===== src/rtl/sed_pkg.sv =====
// shared types, codes and helpers for the string escape decoder
// no dependencies
package sed_pkg;

  typedef enum logic [2:0] {
    MODE_BODY   = 3'd0,
    MODE_ESC    = 3'd1,
    MODE_HEX    = 3'd2,
    MODE_UBRACE = 3'd3,
    MODE_UDIG   = 3'd4,
    MODE_SKIP   = 3'd5
  } mode_t;

  typedef enum logic [2:0] {
    STAT_OK       = 3'd0,
    STAT_UNTERM   = 3'd1,
    STAT_BAD_HEX  = 3'd2,
    STAT_NO_BRACE = 3'd3,
    STAT_NONHEX   = 3'd4,
    STAT_RANGE    = 3'd5,
    STAT_EMPTY    = 3'd6,
    STAT_UNKNOWN  = 3'd7
  } status_t;

  localparam logic [7:0] ChQuote  = 8'h22;
  localparam logic [7:0] ChNl     = 8'h0a;
  localparam logic [7:0] ChCr     = 8'h0d;
  localparam logic [7:0] ChTab    = 8'h09;
  localparam logic [7:0] ChNul    = 8'h00;
  localparam logic [7:0] ChBslash = 8'h5c;
  localparam logic [7:0] ChZero   = 8'h30;
  localparam logic [7:0] ChLowN   = 8'h6e;
  localparam logic [7:0] ChLowR   = 8'h72;
  localparam logic [7:0] ChLowT   = 8'h74;
  localparam logic [7:0] ChLowX   = 8'h78;
  localparam logic [7:0] ChLowU   = 8'h75;
  localparam logic [7:0] ChLbrace = 8'h7b;
  localparam logic [7:0] ChRbrace = 8'h7d;

  localparam logic [24:0] CpMax    = 25'h10ffff;
  localparam logic [20:0] Utf8Lim1 = 21'h80;
  localparam logic [20:0] Utf8Lim2 = 21'h800;
  localparam logic [20:0] Utf8Lim3 = 21'h10000;

  // decoder state carried from one word to the next
  typedef struct packed {
    mode_t       mode;
    logic [7:0]  hex_acc;
    logic [1:0]  hex_count;
    logic [20:0] code_point;
    logic        digit_seen;
    logic [2:0]  error_code;
  } sed_state_t;

  // all result words caused by one input word
  typedef struct packed {
    logic [2:0]       cnt;       // 0 to 4 words
    logic             end_item;
    logic [2:0]       status;
    logic             term;
    logic [3:0][7:0]  bytes;     // bytes[0] goes out first
  } sed_result_t;

  localparam sed_state_t StateReset = '{
    mode: MODE_BODY, hex_acc: 8'd0, hex_count: 2'd0,
    code_point: 21'd0, digit_seen: 1'b0, error_code: 3'd0
  };

  // {valid, value} of an ascii hex digit
  function automatic logic [4:0] hex_val(input logic [7:0] c);
    logic [4:0] r;
    r = 5'd0;
    if (c >= 8'h30 && c <= 8'h39) r = {1'b1, c[3:0]};
    else if ((c >= 8'h61 && c <= 8'h66) || (c >= 8'h41 && c <= 8'h46))
      r = {1'b1, c[3:0] + 4'd9};
    return r;
  endfunction

endpackage


===== src/rtl/sed_step.sv =====
// next state and result words for one input byte of the escape decoder
// depends on sed_pkg
module sed_step (
  input  sed_pkg::sed_state_t  st,
  input  logic [7:0]           src_byte,
  input  logic                 at_end,
  output sed_pkg::sed_state_t  st_next,
  output sed_pkg::sed_result_t res
);

  logic [7:0]  c;
  logic [4:0]  hv;
  logic [24:0] cp_wide;
  logic [20:0] cp;

  assign c       = at_end ? sed_pkg::ChNul : src_byte;
  assign hv      = sed_pkg::hex_val(c);
  assign cp_wide = {st.code_point, hv[3:0]};
  assign cp      = st.code_point;

  always_comb begin
    st_next = st;
    res     = '0;

    unique case (st.mode)
      sed_pkg::MODE_ESC: begin
        st_next.mode = sed_pkg::MODE_BODY;
        res.cnt      = 3'd1;
        unique case (c)
          sed_pkg::ChLowN:   res.bytes[0] = sed_pkg::ChNl;
          sed_pkg::ChLowR:   res.bytes[0] = sed_pkg::ChCr;
          sed_pkg::ChLowT:   res.bytes[0] = sed_pkg::ChTab;
          sed_pkg::ChZero:   res.bytes[0] = sed_pkg::ChNul;
          sed_pkg::ChBslash: res.bytes[0] = sed_pkg::ChBslash;
          sed_pkg::ChQuote:  res.bytes[0] = sed_pkg::ChQuote;
          sed_pkg::ChLowX: begin
            res.cnt           = 3'd0;
            st_next.mode      = sed_pkg::MODE_HEX;
            st_next.hex_acc   = 8'd0;
            st_next.hex_count = 2'd0;
          end
          sed_pkg::ChLowU: begin
            res.cnt      = 3'd0;
            st_next.mode = sed_pkg::MODE_UBRACE;
          end
          sed_pkg::ChNul: begin
            res.end_item = 1'b1;
            res.status   = sed_pkg::STAT_UNKNOWN;
            st_next      = sed_pkg::StateReset;
          end
          default: begin
            res.cnt            = 3'd0;
            st_next.error_code = sed_pkg::STAT_UNKNOWN;
            st_next.mode       = sed_pkg::MODE_SKIP;
          end
        endcase
      end

      sed_pkg::MODE_HEX: begin
        if (hv[4]) begin
          if (st.hex_count != 2'd0) begin
            res.cnt      = 3'd1;
            res.bytes[0] = {st.hex_acc[3:0], hv[3:0]};
            st_next      = sed_pkg::StateReset;
            st_next.error_code = st.error_code;
          end else begin
            st_next.hex_acc   = {st.hex_acc[3:0], hv[3:0]};
            st_next.hex_count = st.hex_count + 2'd1;
          end
        end else begin
          st_next.error_code = sed_pkg::STAT_BAD_HEX;
        end
      end

      sed_pkg::MODE_UBRACE: begin
        if (c == sed_pkg::ChLbrace) begin
          st_next.mode       = sed_pkg::MODE_UDIG;
          st_next.code_point = 21'd0;
          st_next.digit_seen = 1'b0;
        end else begin
          st_next.error_code = sed_pkg::STAT_NO_BRACE;
        end
      end

      sed_pkg::MODE_UDIG: begin
        if (c == sed_pkg::ChRbrace) begin
          if (!st.digit_seen) begin
            st_next.error_code = sed_pkg::STAT_EMPTY;
            st_next.mode       = sed_pkg::MODE_SKIP;
          end else begin
            st_next.mode       = sed_pkg::MODE_BODY;
            st_next.code_point = 21'd0;
            st_next.digit_seen = 1'b0;
            // utf-8 encoding of the finished code point
            if (cp < sed_pkg::Utf8Lim1) begin
              res.cnt      = 3'd1;
              res.bytes[0] = cp[7:0];
            end else if (cp < sed_pkg::Utf8Lim2) begin
              res.cnt      = 3'd2;
              res.bytes[0] = {3'b110, cp[10:6]};
              res.bytes[1] = {2'b10, cp[5:0]};
            end else if (cp < sed_pkg::Utf8Lim3) begin
              res.cnt      = 3'd3;
              res.bytes[0] = {4'b1110, cp[15:12]};
              res.bytes[1] = {2'b10, cp[11:6]};
              res.bytes[2] = {2'b10, cp[5:0]};
            end else begin
              res.cnt      = 3'd4;
              res.bytes[0] = {5'b11110, cp[20:18]};
              res.bytes[1] = {2'b10, cp[17:12]};
              res.bytes[2] = {2'b10, cp[11:6]};
              res.bytes[3] = {2'b10, cp[5:0]};
            end
          end
        end else if (hv[4]) begin
          st_next.digit_seen = 1'b1;
          if (cp_wide > sed_pkg::CpMax) begin
            st_next.error_code = sed_pkg::STAT_RANGE;
            st_next.mode       = sed_pkg::MODE_SKIP;
          end else begin
            st_next.code_point = cp_wide[20:0];
          end
        end else begin
          st_next.error_code = sed_pkg::STAT_NONHEX;
        end
      end

      sed_pkg::MODE_SKIP: ;

      default: begin
        if (c == sed_pkg::ChQuote) begin
          res.cnt      = 3'd1;
          res.end_item = 1'b1;
          res.status   = sed_pkg::STAT_OK;
          res.term     = 1'b1;
          st_next      = sed_pkg::StateReset;
        end else if (c == sed_pkg::ChNl || c == sed_pkg::ChNul) begin
          res.cnt      = 3'd1;
          res.end_item = 1'b1;
          res.status   = sed_pkg::STAT_UNTERM;
          st_next      = sed_pkg::StateReset;
        end else if (c == sed_pkg::ChBslash) begin
          st_next.mode = sed_pkg::MODE_ESC;
        end else begin
          res.cnt      = 3'd1;
          res.bytes[0] = c;
        end
      end
    endcase

    // skip handling: in skip mode, and on the byte that failed \x, a missing
    // brace or a non-hex \u digit, which is examined as the first skipped byte
    if (st.mode == sed_pkg::MODE_SKIP ||
        (st.mode == sed_pkg::MODE_HEX && !hv[4]) ||
        (st.mode == sed_pkg::MODE_UBRACE && c != sed_pkg::ChLbrace) ||
        (st.mode == sed_pkg::MODE_UDIG && c != sed_pkg::ChRbrace && !hv[4])) begin
      if (c == sed_pkg::ChQuote || c == sed_pkg::ChNl || c == sed_pkg::ChNul) begin
        res          = '0;
        res.cnt      = 3'd1;
        res.end_item = 1'b1;
        res.status   = st_next.error_code;
        res.term     = (c == sed_pkg::ChQuote);
        st_next      = sed_pkg::StateReset;
      end else begin
        st_next.mode = sed_pkg::MODE_SKIP;
      end
    end
  end

endmodule


===== src/rtl/string_escape_decoder.sv =====
// string literal escape decoder, top level with input handshake and result buffer
// depends on sed_pkg and sed_step
//
// Takes the body bytes of a single-line string literal, one word per cycle, and
// returns the decoded bytes followed by one end word per literal carrying a
// status and whether the closing quote was consumed. Escapes \n \r \t \0 \\ \"
// and \xHH give one byte; \u{hex} gives one to four UTF-8 bytes. The first
// escape error is kept and the rest of the literal is skipped up to a quote,
// newline, NUL or end of source. Each input word is decoded in the cycle it is
// accepted and all of its result words land in a four-byte result buffer, which
// drains one word per cycle while out_ready is high. A new input word is taken
// whenever the buffer is empty or its final word leaves in the same cycle, so
// plain text runs at one word per cycle when out_ready stays high; a \u escape
// that encodes to more than one byte holds off input while the buffer drains.
// `last` marks the final result word of each input word.
module string_escape_decoder (
  input  logic       clk,
  input  logic       rst,
  input  logic       in_valid,
  output logic       in_ready,
  input  logic [7:0] src_byte,
  input  logic       at_end,
  output logic       out_valid,
  input  logic       out_ready,
  output logic       item_kind,
  output logic [7:0] data_byte,
  output logic [2:0] status,
  output logic       terminator_used,
  output logic       last
);

  sed_pkg::sed_state_t  st;
  sed_pkg::sed_state_t  st_next;
  sed_pkg::sed_result_t res;
  sed_pkg::sed_result_t out_buf;   // result words waiting to go out
  logic [1:0]           idx;       // next word of out_buf to show
  logic                 full;
  logic                 in_acc;
  logic                 out_acc;

  sed_step u_step (
    .st       (st),
    .src_byte (src_byte),
    .at_end   (at_end),
    .st_next  (st_next),
    .res      (res)
  );

  assign last      = ({1'b0, idx} == out_buf.cnt - 3'd1);
  assign out_valid = full;
  assign out_acc   = out_valid && out_ready;
  // take a new word when the buffer is empty or is handing out its final word
  assign in_ready  = !full || (out_ready && last);
  assign in_acc    = in_valid && in_ready;

  assign item_kind       = out_buf.end_item;
  assign data_byte       = out_buf.end_item ? 8'd0 : out_buf.bytes[idx];
  assign status          = out_buf.status;
  assign terminator_used = out_buf.term;

  // decoder state
  always_ff @(posedge clk) begin
    if (rst) begin
      st <= sed_pkg::StateReset;
    end else if (in_acc) begin
      st <= st_next;
    end
  end

  // result buffer control
  always_ff @(posedge clk) begin
    if (rst) begin
      full <= 1'b0;
      idx  <= 2'd0;
    end else if (in_acc) begin
      full <= (res.cnt != 3'd0);
      idx  <= 2'd0;
    end else if (out_acc) begin
      if (last) begin
        full <= 1'b0;
      end else begin
        idx <= idx + 2'd1;
      end
    end
  end

  // result buffer payload
  always_ff @(posedge clk) begin
    if (in_acc && res.cnt != 3'd0) begin
      out_buf <= res;
    end
  end

endmodule

===== config.mk =====
export PLATFORM = sky130hd
export DESIGN_NAME = string_escape_decoder
export DESIGN_NICKNAME = d
export VERILOG_FILES = /design/src/rtl/sed_pkg.sv /design/src/rtl/sed_step.sv /design/src/rtl/string_escape_decoder.sv
export SDC_FILE = /design/constraint.sdc
export NUM_CORES = 1
export LEC_CHECK = 0
export ABC_AREA = 1
export BUFFER_PORTS_ARGS = -buffer_cell sky130_fd_sc_hd__buf_4
export CAP_MARGIN = 10
export CORE_MARGIN = 5
export CORE_UTILIZATION = 56
export DETAILED_ROUTE_END_ITERATION = 6
export GPL_TIMING_DRIVEN = 0
export MAX_ROUTING_LAYER = met4
export PLACE_DENSITY_LB_ADDON = 0.2
export SLEW_MARGIN = 30
export SYNTH_ARGS = -nofsm -noshare
export SYNTH_HDL_FRONTEND = slang
export SYNTH_SLANG_ARGS = --single-unit

===== constraint.sdc =====
create_clock -name clk -period 3.3 [get_ports clk]
set_input_delay 0.66 -clock clk [delete_from_list [all_inputs] [get_ports clk]]
set_output_delay 0.66 -clock clk [all_outputs]
set_load 0.02 [all_outputs]

# Word-level counts from Yosys, hierarchy flattened

Index checks and enable logic that the tools add are counted.

$lt $le $gt $ge: 11
Reductions and logical operators: 38
Bitwise gates (word level): 1
Multiplexer cells: 82
Shift operators: 0
$mul: 0
Equality and inequality tests: 25
Divide/modulo/power cells: 0
Add/subtract/negate cells: 4

Operators with widths:

| kind                 | number |
|---|---|
| $mux 24              | 7 |
| $pmux 25 s5          | 1 |
| $mux 22              | 5 |
| $mux 35              | 3 |
| $mux 40              | 2 |
| $mux 8               | 10 |
| $mux 38              | 2 |
| $eq 8x7->1 const B   | 8 |
| $mux 32              | 2 |
| $mux 3               | 20 |
| $mux 25              | 2 |
| $pmux 7 s5           | 1 |
| $mux 16              | 2 |
| $pmux 8 s4           | 1 |
| $pmux 10 s3          | 1 |
| $gt 25x21->1 const B | 1 |
| $lt 21x12->1 const B | 1 |
| $lt 21x17->1 const B | 1 |
| $lt 21x8->1 const B  | 1 |
| $mux 21              | 1 |
| $mux 10              | 2 |
| $bmux 8 s2           | 1 |
| $eq 8x6->1 const B   | 2 |
| $ge 8x7->1 const B   | 2 |
| other kinds (41)     | 82 |

Memory bits (writable): 0
Memories kept: 0
Bits in latches: 0
Register bits after elaboration: 81
ROM bits: 0
Word-level logic and storage cells: 177
Output and inout bits: 16
Input port bits: 13

# Depth between registers and ports, before layout

Depth in word-level cells: 16
Mapped depth: 19
Depth with buffers taken out: 18

# By module

From an unflattened synthesis, not the netlist that was laid out.

Cells, all modules: 1068
Area, all modules: 6731.5 sq um

Modules (own cells, without submodules):

| module                | cells an instance | seq. area each (sq um) | area an instance (sq um) | instances |
|---|---|---|---|---|
| string_escape_decoder | 399               | 2021.9                 | 3489.6                   | 1 |
| sed_step              | 669               | 0.0                    | 3241.9                   | 1 |

# Worst setup path before layout

OpenSTA, ideal clock, no wires.

Path kind: input to register
From: in at_end
To: reg out_buf (netlist bit item_kind) (enable)
Setup time: 392 ps
Buffers on the path: 1
Cell stages on the path: 16
Required time: 2908 ps
Setup slack: 51 ps
Data arrival time: 2858 ps
Cell sequence: inv_4 buf_6 nand2_1 ha_1 inv_1 nor2_1 nand2_1 nor3_1 nor2_1 nand2_1 a21oi_1 nand2_1 inv_1 nand3_1 nand2_1 inv_1

Cells in the longest elaborated chain, start to end: 14
Elaborated cells between the ends (all ways): 47
Classes of those cells: order compare (6); eq/ne (10); mux (12); reduce/logical (19)

RTL lines:

| item                                                                | line                        | RTL |
|---|---|---|
| from (decl)                                                         | string_escape_decoder.sv:22 | `input logic at_end,` |
| $mux 8 (*)                                                          | sed_step.sv:16              | `assign c = at_end ? sed_pkg::ChNul : src_byte;` |
| parallel branches: the longest is 10 deep, another holds $ge 8x7->1 | -                           |  |
| $mux 40 (*)                                                         | sed_step.sv:153             | `if (st.mode == sed_pkg::MODE_SKIP \|\|` |
| $reduce_bool 3->1 (*)                                               | string_escape_decoder.sv:89 | `if (in_acc && res.cnt != 3'd0) begin` |
| $logic_and 1x1->1 (*)                                               | string_escape_decoder.sv:89 |  |
| to (signal assigned)                                                | string_escape_decoder.sv:90 | `out_buf <= res;` |
| to (decl)                                                           | string_escape_decoder.sv:35 | `sed_pkg::sed_result_t out_buf;` |

Mark *: on every way between the ends.
A chain may end at the register's enable or synchronous reset.

# Worst setup path in the final report

From: in at_end
To: reg out_buf[0] (netlist bit) (enable)

The elaborated chain is that of the path after synthesis.

==> results_dict.tcl <==
set metrics [dict create \
    status "complete, no violations" \
    nNetsFinal 909 \
    synthTopCellsByArea "edfxtp_1 20%, nand2_1 18%, dfxtp_1 13%" \
    setup.worst_path.start_class "primary input" \
    numCtsBuffers 9 \
    worst_pin_slew_ps 604.2 \
    vias 5967 \
    initial_core_util_pct 56.96 \
    synth_top_cell_by_area "edfxtp_1" \
    clkSlewWorstSetupHoldPaths_ps 90 \
    synth_edf_count 37 \
    row_count 36 \
    synth_fa_ha_area_share_pct 1.588 \
    path_class "in2reg" \
    finalNonFillerCells 1027 \
    fin_crit_sh_pct 94.66 \
    pre_cts_slack_ps -293.9 \
    muxShareOfSynthArea_pct 0 \
    gp_congestion 1.013 \
    synth-seq-area-share_pct 33.57 \
    routed_via_density 5.810 \
    rr_worst_depth 13 \
    r2r_slack_ps 690 \
    clockBufferDepth 2 \
    synth_compound_area_share_pct 21.00 \
    grt_pass1_wl_um 26960 \
    path_max_fanout 37 \
    synth_seq_cells 74 \
    crit_path_end_kind "flop" \
    arrival_ps 3130 \
    syn_inst 850 \
    cts_tree "done" \
    required_ps 3310 \
    ys_dominant_reg_cell "edfxtp_1" \
    synth-simple-area-share_pct 33.07 \
    post-route-min-period_ps 3124 \
    cts_setup_buffers 0 \
    finalHoldViolCount 0 \
    grt_usage_pct 29.59 \
    slew_viol_final 0 \
    syn_nets 870 \
    drtIter0Drc 841 \
    place_area_um2 5893 \
    whs_path_depth 2 \
    avgSynthCellArea_um2 6.490 \
    antenna_cells 0 \
    drc 0 \
    grt_max_degree 38 \
    io_pins 29 \
    synthDominantCellAreaShare_pct 20.14 \
    layout-drive-gt1-share_pct 11.52 \
    dp_hpwl_um 12450 \
    yosysMostFrequentCell "nand2_1" \
    cts-hold-fix-buffers 0 \
    synth_top_family_by_area "simple AND/OR/NAND/NOR gates" \
    core_um2 9684 \
    peakVddDrop_v 0.0003984 \
    p_per_area_nw_per_um2 683.7 \
    grt_overflow_total 0 \
    max_cap_viol_count 0 \
    finClkSkew_ps 22.26 \
    finalSetupViolCount 0 \
    drtPass1Iterations 6 \
    power_mw 4.173 \
    antenna_found_initial 0 \
    dp_cells 1011 \
    stdcell_area_um2 6103 \
    grt_pass1_vias 5456 \
    die_h_um 109.3 \
    max_freq_mhz 320.1 \
    root_buffer "clkbuf_8" \
    yosys_warnings 0 \
    drt.antenna.violating_nets 0 \
    cts.htree.levels 3 \
    area_growth_pct 10.64 \
    clock_latency_ps 370 \
    setup_ws_ps 176.3 \
    relSlewSlack_pct 59.72 \
    portBuffers 28 \
    netlist_area_um2 5517 \
    die-area_um2 11940 \
    leakage_nw 2.754 \
    ys_top_cells_by_count "266 x nand2_1, 86 x nor2_1, 81 x o21ai_0" \
    ys_async_sr_fraction_pct 0 \
    fin_setup_tns_ps 0 \
    hold_path.class "reg2reg" \
    clock_sinks 74 \
    routed_wl_um 16480 \
    synthDistinctLibCells 43 \
    synthXorXnorAreaFrac_pct 0.9526 \
    fp.dieW_um 109.3 \
    rsz0062_at_grt "no" \
    post_drt_wl_per_cell_um 16.04 \
]
[path summary, 6_finish.rpt]
check / start / to
worst min register to register: st[25] / st[25]
worst min-delay path: st[25] / st[25]
worst max-delay path: at_end / out_buf[0]
worst max register to register: out_buf[37] / st[26]
[sequential cells by signal (all words and copies together) (netlist names)]
| signal | cells |
|---|---|
| out_valid | 1 |
| terminator_used | 1 |
| idx | 2 |
| item_kind | 1 |
| st | 34 |
| status | 3 |
| out_buf | 32 |
[power by group]
| part | internal [mW] | leakage (nW) | switching [mW] |
|---|---|---|---|
| combinational | 0.643 | 1.99 | 1.44 |
| clock | 0.362 | 0.102 | 0.393 |
| sequential | 1.25 | 0.660 | 0.0812 |
| total | 2.26 | 2.75 | 1.91 |
[layout by cell type (no fill, tap or decap), drive strengths merged]
master	n
clkbuf	26
xor2	5
buf	47
clkinv	2
a41oi	2
edfxtp	37
o221ai	1
dfxtp	37
o41ai	3
xnor2	1
ha	7
o211ai	8
a31oi	7
a221oi	2
o21ai	103
nor3	6
nand3	51
nor2	96
o32ai	1
and3	1
nand4	3
a21oi	55
inv	93
nand2	273
o31ai	2
o21a	4
clkinvlp	1
o22ai	11
a211oi	8
bufinv	1
[critical path, cell delays in order]
cell	delay, ps
buf_4	110
inv_4	60
buf_6	150
nand2_1	170
ha_1	270
inv_1	110
nor2_1	100
nand2_1	60
nor3_1	390
nor2_1	120
nand2_1	180
a21oi_1	80
nand2_1	90
inv_1	40
nand3_1	80
nand2_1	110
inv_4	340
[per-layer routing]
metal	GRT usage, %	wire [um]
met1	40.14	7012
met2	44.96	7199
met3	5.980	1865
met4	8.638	399
met5	-	0
[through the flow]
step                utilization [%]  hold WS (ps)
finish                        63.02         471.7
detailed placement            60.85         457.2
CTS                           63.00         474.5
global placement              60.85         437.1
floorplan                         -         426.1
global route                  63.02         493.4
[layout make-up]
class / instances / area, um^2
fill: 895 / 3581
multi-input combinational: 650 / 3123
sequential: 74 / 1852
inverter: 90 / 347.8
timing repair buffer: 28 / 210.2
buffer: 36 / 196.4
tap: 133 / 166.4
clock buffer: 9 / 123.9
clock inverter: 7 / 83.83
[repair_timing]
action	in CTS	in global routing
gates resized for setup	0	2
setup endpoints to repair	0	37
endpoints found under the hold margin	0	0
[logic make-up after synthesis]
logic type,Yosys count
DFF,74
and+or+nand+nor,430
AOI/OAI and AO/OA,207
adders and majority gates,7
xor gates and xnor gates,6
buffers and inverters,126
No activity file was read; power rests on OpenSTA's default activity.
